--- config.mk ---
export PLATFORM = sky130hd
export DESIGN_NAME = stepper_steering_position_control_flat
export DESIGN_NICKNAME = d
export VERILOG_FILES = /design/src/design/sspc_pkg.sv /design/src/design/sspc_if.sv /design/src/design/stepper_steering_position_control.sv /design/src/flat_wrapper.sv
export SDC_FILE = /design/constraint.sdc
export NUM_CORES = 1
export LEC_CHECK = 0
export BUFFER_PORTS_ARGS = -buffer_cell sky130_fd_sc_hd__buf_4
export CAP_MARGIN = 30
export CORE_ASPECT_RATIO = 0.5
export CORE_UTILIZATION = 45
export CTS_CLUSTER_SIZE = 25
export DETAILED_ROUTE_END_ITERATION = 8
export MAX_ROUTING_LAYER = met4
export PLACE_DENSITY = 0.63
export RECOVER_POWER = 25
export REMOVE_ABC_BUFFERS = 1
export SETUP_SLACK_MARGIN = 0.4
export SYNTH_ARGS = -nofsm -noshare
export SYNTH_HDL_FRONTEND = slang
export SYNTH_SLANG_ARGS = --single-unit
--- constraint.sdc ---
create_clock -name clk -period 5.2 [get_ports clk]
set_input_delay 0.52 -clock clk [delete_from_list [all_inputs] [get_ports clk]]
set_output_delay 0.52 -clock clk [all_outputs]
set_load 0.01 [all_outputs]
--- src/design/sspc_pkg.sv ---
// Shared types and constants for the stepper steering position controller.
// No dependencies.
package sspc_pkg;

  // Field widths
  localparam int ADC_W    = 12;
  localparam int REQ_W    = 8;
  localparam int PCT_W    = 7;
  localparam int DB_W     = 7;
  localparam int LIMIT_W  = 16;
  localparam int COUNT_W  = 17;
  localparam int CFG_IDX_W  = 2;
  localparam int CFG_DATA_W = 16;

  // Percent scale and its saturation value
  localparam int unsigned PCT_SCALE = 100;
  localparam logic [PCT_W-1:0] PCT_MAX = PCT_W'(PCT_SCALE);
  localparam logic [PCT_W-1:0] PCT_MID = 7'd50;

  // Scaled product adc * 100 stays below 2^PROD_BITS
  localparam int PROD_BITS = 19;

  // Configuration register indexes
  typedef enum logic [CFG_IDX_W-1:0] {
    CFG_DEADBAND       = 2'd0,
    CFG_MAX_HALF_STEPS = 2'd1
  } cfg_idx_t;

  // Item kinds
  typedef enum logic {
    FUNC_TICK   = 1'b0,
    FUNC_SAMPLE = 1'b1
  } func_t;

  // Reset values of the configuration registers
  localparam logic [DB_W-1:0]    DEADBAND_RST = 7'd3;
  localparam logic [LIMIT_W-1:0] LIMIT_RST    = 16'd1000;

endpackage

--- src/design/sspc_if.sv ---
// Valid/ready channel interfaces for the steering controller: input items,
// result items and configuration writes. Depends on sspc_pkg.
interface sspc_in_if import sspc_pkg::*; ();
  logic                     valid;
  logic                     ready;
  logic                     func;
  logic [ADC_W-1:0]         adc_sample;
  logic signed [REQ_W-1:0]  steer_request;

  modport source (output valid, output func, output adc_sample, output steer_request,
                  input ready);
  modport sink   (input valid, input func, input adc_sample, input steer_request,
                  output ready);
endinterface

interface sspc_out_if import sspc_pkg::*; ();
  logic                      valid;
  logic                      ready;
  logic                      pulse_level;
  logic                      direction_left;
  logic                      step_enable;
  logic [PCT_W-1:0]          position_percent;
  logic signed [COUNT_W-1:0] step_count;

  modport source (output valid, output pulse_level, output direction_left,
                  output step_enable, output position_percent, output step_count,
                  input ready);
  modport sink   (input valid, input pulse_level, input direction_left,
                  input step_enable, input position_percent, input step_count,
                  output ready);
endinterface

interface sspc_cfg_if import sspc_pkg::*; ();
  logic                  valid;
  logic                  ready;
  logic [CFG_IDX_W-1:0]  index;
  logic [CFG_DATA_W-1:0] data;

  modport source (output valid, output index, output data, input ready);
  modport sink   (input valid, input index, input data, output ready);
endinterface

--- src/design/stepper_steering_position_control.sv ---
// Stepper steering position controller: bang-bang with deadband and stall limit.
// Path from an accepted item to result valid: input register, scaling
// register, state/result register. Throughput: one item per cycle; every
// stage advances whenever the next one can take its item.
// Reset (rst_n low, synchronous): pipeline empty, position 50, count 0,
// stepping off, direction right, pulse low, deadband 3, limit 1000.
module stepper_steering_position_control
  import sspc_pkg::*;
#(
  parameter int unsigned ADC_FULL_SCALE = 4095
) (
  input  logic      clk,
  input  logic      rst_n,
  sspc_in_if.sink   in_ch,
  sspc_out_if.source out_ch,
  sspc_cfg_if.sink  cfg_ch
);

  // Exact division by ADC_FULL_SCALE through a rounded-up reciprocal
  localparam int SCALE_LOG = $clog2(ADC_FULL_SCALE);
  localparam int SHIFT     = PROD_BITS + SCALE_LOG;
  localparam longint unsigned MAGIC =
    ((64'd1 << SHIFT) + 64'(ADC_FULL_SCALE) - 64'd1) / 64'(ADC_FULL_SCALE);
  localparam longint unsigned SCALE_K = MAGIC * 64'(PCT_SCALE);
  localparam int K_W    = $clog2(SCALE_K + 64'd1);
  localparam int PROD_W = ADC_W + K_W;

  // Configuration registers
  logic [DB_W-1:0]    deadband_r;
  logic [LIMIT_W-1:0] limit_r;

  // Pipeline stage 1: raw item
  logic                    s1_v_r;
  logic                    s1_func_r;
  logic [ADC_W-1:0]        s1_adc_r;
  logic signed [REQ_W-1:0] s1_req_r;

  // Pipeline stage 2: scaled item
  logic                    s2_v_r;
  logic                    s2_func_r;
  logic [PCT_W-1:0]        s2_pct_r;
  logic signed [REQ_W-1:0] s2_req_r;

  // Controller state
  logic [PCT_W-1:0]          pos_r, pos_nxt;
  logic [PCT_W-1:0]          prog_r, prog_nxt;
  logic signed [COUNT_W-1:0] cnt_r, cnt_nxt;
  logic                      step_r, step_nxt;
  logic                      left_r, left_nxt;
  logic                      pulse_r, pulse_nxt;

  // Result register
  logic                      out_v_r;
  logic                      out_pulse_r;
  logic                      out_left_r;
  logic                      out_step_r;
  logic [PCT_W-1:0]          out_pos_r;
  logic signed [COUNT_W-1:0] out_cnt_r;

  // Flow control
  logic out_adv, s2_adv, s1_adv, in_acc;
  assign out_adv = !out_v_r || out_ch.ready;
  assign s2_adv  = s2_v_r && out_adv;
  assign s1_adv  = s1_v_r && (!s2_v_r || out_adv);
  assign in_acc  = in_ch.valid && in_ch.ready;
  assign in_ch.ready  = !s1_v_r || s1_adv;
  assign cfg_ch.ready = 1'b1;

  // Scale the reading to percent and saturate
  logic [PROD_W-1:0] prod;
  logic [PROD_W-1:0] quo;
  logic [PCT_W-1:0]  pct;
  always_comb begin
    prod = PROD_W'(s1_adc_r) * PROD_W'(SCALE_K);
    quo  = prod >> SHIFT;
    pct  = (quo > PROD_W'(PCT_SCALE)) ? PCT_MAX : quo[PCT_W-1:0];
  end

  // Sample and tick update of the controller state
  logic signed [REQ_W:0]   err;
  logic [REQ_W:0]          err_mag;
  logic                    over_db;
  logic signed [COUNT_W:0] cnt_ext;
  logic signed [COUNT_W:0] lim_ext;
  logic                    room;
  logic                    progress;
  logic signed [COUNT_W-1:0] cnt_base;
  always_comb begin
    pos_nxt   = pos_r;
    prog_nxt  = prog_r;
    cnt_nxt   = cnt_r;
    step_nxt  = step_r;
    left_nxt  = left_r;
    pulse_nxt = pulse_r;
    err       = (REQ_W+1)'(s2_req_r) - $signed({2'b00, s2_pct_r});
    err_mag   = err[REQ_W] ? (REQ_W+1)'(-err) : err;
    over_db   = err_mag > (REQ_W+1)'(deadband_r);
    cnt_ext   = (COUNT_W+1)'(cnt_r);
    lim_ext   = $signed({2'b00, limit_r});
    room      = left_r ? ((-cnt_ext) < lim_ext) : (cnt_ext < lim_ext);
    progress  = left_r ? (pos_r < prog_r) : (pos_r > prog_r);
    cnt_base  = progress ? '0 : cnt_r;
    if (s2_func_r == FUNC_SAMPLE) begin
      pos_nxt = s2_pct_r;
      if (over_db && (err < 0)) begin
        step_nxt = 1'b1;
        left_nxt = 1'b1;
      end else if (over_db && (err > 0)) begin
        step_nxt = 1'b1;
        left_nxt = 1'b0;
      end else begin
        step_nxt = 1'b0;
      end
    end else if (!step_r) begin
      pulse_nxt = 1'b0;
    end else if (room) begin
      pulse_nxt = !pulse_r;
      if (progress) begin
        prog_nxt = pos_r;
      end
      cnt_nxt = left_r ? (cnt_base - COUNT_W'(1)) : (cnt_base + COUNT_W'(1));
    end
  end

  // Control and state registers
  always_ff @(posedge clk) begin
    if (!rst_n) begin
      s1_v_r     <= 1'b0;
      s2_v_r     <= 1'b0;
      out_v_r    <= 1'b0;
      deadband_r <= DEADBAND_RST;
      limit_r    <= LIMIT_RST;
      pos_r      <= PCT_MID;
      prog_r     <= PCT_MID;
      cnt_r      <= '0;
      step_r     <= 1'b0;
      left_r     <= 1'b0;
      pulse_r    <= 1'b0;
    end else begin
      // Advance pipeline valids
      if (in_ch.ready) begin
        s1_v_r <= in_acc;
      end
      if (!s2_v_r || out_adv) begin
        s2_v_r <= s1_v_r;
      end
      if (out_adv) begin
        out_v_r <= s2_v_r;
      end
      // Commit item to the controller state
      if (s2_adv) begin
        pos_r   <= pos_nxt;
        prog_r  <= prog_nxt;
        cnt_r   <= cnt_nxt;
        step_r  <= step_nxt;
        left_r  <= left_nxt;
        pulse_r <= pulse_nxt;
      end
      // Take configuration writes; ignore unknown indexes
      if (cfg_ch.valid) begin
        unique case (cfg_ch.index)
          CFG_DEADBAND:       deadband_r <= cfg_ch.data[DB_W-1:0];
          CFG_MAX_HALF_STEPS: limit_r    <= cfg_ch.data[LIMIT_W-1:0];
          default: ;
        endcase
      end
    end
  end

  // Payload registers
  always_ff @(posedge clk) begin
    if (in_acc) begin
      s1_func_r <= in_ch.func;
      s1_adc_r  <= in_ch.adc_sample;
      s1_req_r  <= in_ch.steer_request;
    end
    if (s1_adv) begin
      s2_func_r <= s1_func_r;
      s2_pct_r  <= pct;
      s2_req_r  <= s1_req_r;
    end
    if (s2_adv) begin
      out_pulse_r <= pulse_nxt;
      out_left_r  <= left_nxt;
      out_step_r  <= step_nxt;
      out_pos_r   <= pos_nxt;
      out_cnt_r   <= cnt_nxt;
    end
  end

  // Drive the result channel
  assign out_ch.valid            = out_v_r;
  assign out_ch.pulse_level      = out_pulse_r;
  assign out_ch.direction_left   = out_left_r;
  assign out_ch.step_enable      = out_step_r;
  assign out_ch.position_percent = out_pos_r;
  assign out_ch.step_count       = out_cnt_r;

endmodule

--- src/flat_wrapper.sv ---
// flat-port wrapper written by rule: the top's interface ports become plain ports
module stepper_steering_position_control_flat import sspc_pkg::*;
#(
  parameter int unsigned ADC_FULL_SCALE = 4095
)
  (clk, rst_n, in_ch_valid, in_ch_func, in_ch_adc_sample, in_ch_steer_request, in_ch_ready, out_ch_valid, out_ch_pulse_level, out_ch_direction_left, out_ch_step_enable, out_ch_position_percent, out_ch_step_count, out_ch_ready, cfg_ch_valid, cfg_ch_index, cfg_ch_data, cfg_ch_ready);
  sspc_in_if in_ch_i ();
  sspc_out_if out_ch_i ();
  sspc_cfg_if cfg_ch_i ();
  input  logic clk;
  input  logic rst_n;
  input wire logic [$bits(in_ch_i.valid)-1:0] in_ch_valid;
  input wire logic [$bits(in_ch_i.func)-1:0] in_ch_func;
  input wire logic [$bits(in_ch_i.adc_sample)-1:0] in_ch_adc_sample;
  input wire logic [$bits(in_ch_i.steer_request)-1:0] in_ch_steer_request;
  output wire logic [$bits(in_ch_i.ready)-1:0] in_ch_ready;
  output wire logic [$bits(out_ch_i.valid)-1:0] out_ch_valid;
  output wire logic [$bits(out_ch_i.pulse_level)-1:0] out_ch_pulse_level;
  output wire logic [$bits(out_ch_i.direction_left)-1:0] out_ch_direction_left;
  output wire logic [$bits(out_ch_i.step_enable)-1:0] out_ch_step_enable;
  output wire logic [$bits(out_ch_i.position_percent)-1:0] out_ch_position_percent;
  output wire logic [$bits(out_ch_i.step_count)-1:0] out_ch_step_count;
  input wire logic [$bits(out_ch_i.ready)-1:0] out_ch_ready;
  input wire logic [$bits(cfg_ch_i.valid)-1:0] cfg_ch_valid;
  input wire logic [$bits(cfg_ch_i.index)-1:0] cfg_ch_index;
  input wire logic [$bits(cfg_ch_i.data)-1:0] cfg_ch_data;
  output wire logic [$bits(cfg_ch_i.ready)-1:0] cfg_ch_ready;
  assign in_ch_i.valid = in_ch_valid;
  assign in_ch_i.func = in_ch_func;
  assign in_ch_i.adc_sample = in_ch_adc_sample;
  assign in_ch_i.steer_request = in_ch_steer_request;
  assign in_ch_ready = in_ch_i.ready;
  assign out_ch_valid = out_ch_i.valid;
  assign out_ch_pulse_level = out_ch_i.pulse_level;
  assign out_ch_direction_left = out_ch_i.direction_left;
  assign out_ch_step_enable = out_ch_i.step_enable;
  assign out_ch_position_percent = out_ch_i.position_percent;
  assign out_ch_step_count = out_ch_i.step_count;
  assign out_ch_i.ready = out_ch_ready;
  assign cfg_ch_i.valid = cfg_ch_valid;
  assign cfg_ch_i.index = cfg_ch_index;
  assign cfg_ch_i.data = cfg_ch_data;
  assign cfg_ch_ready = cfg_ch_i.ready;
  stepper_steering_position_control #(.ADC_FULL_SCALE(ADC_FULL_SCALE)) u_core (.clk(clk), .rst_n(rst_n), .in_ch(in_ch_i), .out_ch(out_ch_i), .cfg_ch(cfg_ch_i));
endmodule
==> out/metrics.cfg <==
[logic_synthesis]
synthAdderAreaFrac_pct = 26.27
synth_top_family_by_area = adder cells
synth-simple-area-share_pct = 15.46
syn_area_um2 = 10730
synthFlopType = edfxtp_1
muxShareOfSynthArea_pct = 4.056
synth_async_sr_flop_share_pct = 0
avgSynthCellArea_um2 = 9.269
synth_edf_count = 64
synth_seq_area_share_pct = 29.09
synth_compound_area_share_pct = 15.47
synth_top_area_share_pct = 19.00
syn_inst = 1158
synth_cell_types = 79
ys_warn_count = 0
yosys.area.top_type = ha_1
synth-seq-cells = 124
synthXorXnorAreaFrac_pct = 3.182
synthTopCellsByArea = ha_1 19%, edfxtp_1 18%, dfxtp_1 11%

[grt]
grtUsageTotal_pct = 23.48
grt_max_degree = 39
grt-busiest-layer = met2
grt_pass1_vias = 8635
grt_util_met3_pct = 5.048
antenna_found_initial = 0
grt_overflow = 0
grt_pass1_wl_um = 43660
use_met1_pct = 30.01
gr-usage-met2_pct = 37.72

[critical_path]
worst-path-stages = 20
rrSetupSlack_ns = 0.40
end_kind = register
cp_top_family = adder cells
cpMostUsedCell = inv_1
worstSetupStartpointType = register
cp_max_fo = 5
arrival_ns = 4.98
crit_buf_inv = 6
r2r_cells = 20
path_cells = inv_1 -> ha_1 -> inv_1 -> fa_1 -> inv_1 -> fa_1 -> inv_1 -> ha_1 -> inv_1 -> fa_1 -> inv_2 -> ha_4 -> nand4_1 -> a21oi_2 -> a211o_1 -> a21boi_1 -> o311a_1 -> o31a_1 -> xnor2_1 -> and2_1
cpPeakStageDelay_ns = 0.52
crit_slowest_cell = fa_1
worstPathRequired_ns = 5.38
path_class = register to register

[finish]
multi_input_area_um2 = 7020
fin_area_um2 = 12440
syn2layout_area_growth_pct = 15.88
seq_area_um2 = 3123
final_cells = 1566
antenna_cells = 0
final_nets = 1492
drive_above_1_share_pct = 13.82
nFillCells = 2095

[route]
routed_wl_um = 26930
wire_per_inst_um = 17.20
ant_nets = 0
via_per_inst = 5.543
dr.pass1.iters = 7
drc = 1
first_iter_violations = 473
vias = 8681

[pwr]
vdd_drop_max_mv = 0.2798
leakagePower_nw = 5.788
power.density_nw_per_um2 = 389.7

[sta]
setup-violations-final = 0
finClkSkew_ns = 0.007154
timing.final.hold_violations = 0
period_minus_slack_ns = 4.798
rsz0062_at_grt = true
fin_tns_setup_ns = 0
slew_headroom_pct = 24.30
tightest_slew_ns = 1.136
fmax_mhz = 208.4
drv_slew = 0
final.period_utilization_pct = 92.27

[cts]
clock-sinks = 124
ctsHoldBuffers = 0
worstSkewPairLatency_ns = 0.43
tritoncts = yes
clk_path_buf_depth = 2
cts_buffers = 17
htreeDepth = 4
path_clk_slew_ns = 0.05
root_buffer = clkbuf_16

[hold_path]
hold_path_class = input port to register
whs_path_depth = 1

[floorplan]
num_io_pins = 74
die_area_um2 = 24510
die_height_um = 111.2
coreArea_um2 = 23130
start_util_pct = 46.41
die_w_um = 220.4
core.rowCount = 39

[place]
dpl.hpwl_um = 21300
place_inst = 1524
port_buffers = 72
dpl_cell_area_um2 = 11630
gp_congestion = 0.9364

[outcome]
outcome = finished with violations
violations = design-rule violations

[run]
cap_violations = 0

==> flip-flops by register name, indices dropped and copies added (netlist names), 7 cells and up <==
| signal | cells |
|---|---|
| u_core.out_ch.step_count | 17 |
| u_core.cnt_r | 17 |
| u_core.s1_adc_r | 12 |
| u_core.out_ch.position_percent | 7 |
| u_core.s1_req_r | 8 |
| u_core.deadband_r | 7 |
| u_core.limit_r | 16 |
| u_core.pos_r | 7 |
| u_core.s2_pct_r | 7 |
| u_core.s2_req_r | 8 |
| u_core.prog_r | 7 |
==> placed cells by master, fill, tap and decap left out, types with 6 or more instances in the layout <==
| cell type | Yosys | final |
|---|---|---|
| a211o_1 | 6 | 6 |
| a21o_1 | 21 | 21 |
| ha_1 | 163 | 160 |
| clkbuf_4 | 0 | 20 |
| nand4_1 | 21 | 21 |
| xnor2_1 | 26 | 26 |
| nor4_1 | 8 | 6 |
| o211ai_1 | 17 | 17 |
| inv_1 | 149 | 148 |
| and2_1 | 11 | 11 |
| a21oi_1 | 84 | 80 |
| mux2_2 | 19 | 19 |
| nand2_1 | 98 | 98 |
| clkbuf_16 | 0 | 17 |
| or3_1 | 7 | 7 |
| nor2b_1 | 10 | 10 |
| a31oi_1 | 14 | 13 |
| nor2_1 | 70 | 70 |
| dfxtp_1 | 60 | 60 |
| nand3_1 | 23 | 23 |
| bufinv_16 | 0 | 6 |
| o21bai_1 | 6 | 6 |
| clkbuf_1 | 17 | 6 |
| edfxtp_1 | 64 | 64 |
| and3_1 | 21 | 21 |
| fa_1 | 39 | 39 |
| nor3_1 | 11 | 9 |
| buf_4 | 3 | 70 |
| o21a_1 | 7 | 7 |
| o21ai_0 | 37 | 37 |
| mux2i_1 | 21 | 21 |
| nand2b_1 | 10 | 10 |
| xor2_1 | 13 | 13 |
==> where the power goes <==
| part | switching [W] | total [W] | internal (W) |
|---|---|---|---|
| Combinational | 0.00142 | 0.00237 | 0.000957 |
| Clock | 0.000437 | 0.00133 | 0.000890 |
| Sequential | 0.0000417 | 0.00115 | 0.00110 |
| Total | 0.00189 | 0.00485 | 0.00295 |
==> cell type report <==
| cell class | count | area share (%) |
|---|---|---|
| sequential | 124 | 25.11 |
| tap | 307 | 3.088 |
| clock inverter | 14 | 1.801 |
| timing repair buffer | 95 | 5.583 |
| clock buffer | 18 | 3.450 |
| inverter | 150 | 4.527 |
| multi-input combinational | 858 | 56.44 |
==> per-stage QoR <==
step	hold WS, ns	utilization (%)	worst slack [ns]	power, W
after CTS	0.2459	53.65	0.4059	0.004833
after global routing	0.2671	53.78	0.2401	0.005208
after floorplan	0.4003	-	0.5854	0.002803
final	0.2860	53.78	0.4018	0.004847
after global placement	0.4062	50.30	0.3435	0.003382
after detailed placement	0.4045	50.30	0.1402	0.003416
==> routing by layer <==
| layer | vias to the layer above | share of wire, % | wire length (um) |
|---|---|---|---|
| met1 | 4201 | 47 | 12650 |
| met3 | 26 | 3.9 | 1055 |
| met4 | 0 | 1.3 | 342 |
| met2 | 150 | 48 | 12890 |
| li1 | 4304 | - | - |
| met5 | - | 0 | 0 |
==> what timing repair did <==
item / 4_1_cts / 5_1_grt
resized for setup: 8 / 9
setup endpoints to repair: 5 / 6
pin swaps: 7 / 7
setup buffers: 10 / 0
==> Yosys cell counts (4+ instances only) <==
cell type    n
o21ai_0     37
xnor2_1     26
a21o_1      21
clkbuf_1    17
o31a_1       4
or3_1        7
o211ai_1    17
a21boi_0     6
nand4_1     21
and2_1      11
nor2_1      70
nand2_1     98
nor3_1      11
or2_2        4
a211oi_1     4
inv_1      149
a31oi_1     14
nand3b_1     5
mux2_2      19
xor2_1      13
nor4_1       8
ha_1       163
mux2i_1     21
o2111ai_1    4
o21bai_1     6
nor3b_1      4
a211o_1      6
o21a_1       7
o22ai_1      5
and3_1      21
nand3_1     23
edfxtp_1    64
a21oi_1     84
dfxtp_1     60
nor2b_1     10
nand2b_1    10
fa_1        39
==> path summary, 6_finish.rpt <==
kind,from,endpoint
setup / recovery,u_core.s1_adc_r[10],u_core.s2_pct_r[0]
hold reg to reg,u_core.s1_req_r[4],u_core.s2_req_r[4]
hold / removal,in_ch_adc_sample[5],u_core.s1_adc_r[5]
setup reg to reg,u_core.s1_adc_r[10],u_core.s2_pct_r[0]
==> logic make-up (layout without fill, tap and decap cells) <==
kind of cell	after synthesis	count (layout)
and+or+nand+nor	324	324
AOI/OAI and AO/OA	251	251
adders and majority gates	202	202
buffers and inverters	176	277
DFF	124	124
muxes	41	41
xor gates and xnor gates	39	39
other	1	1
Note: power is estimated with default switching activity, not from simulation.
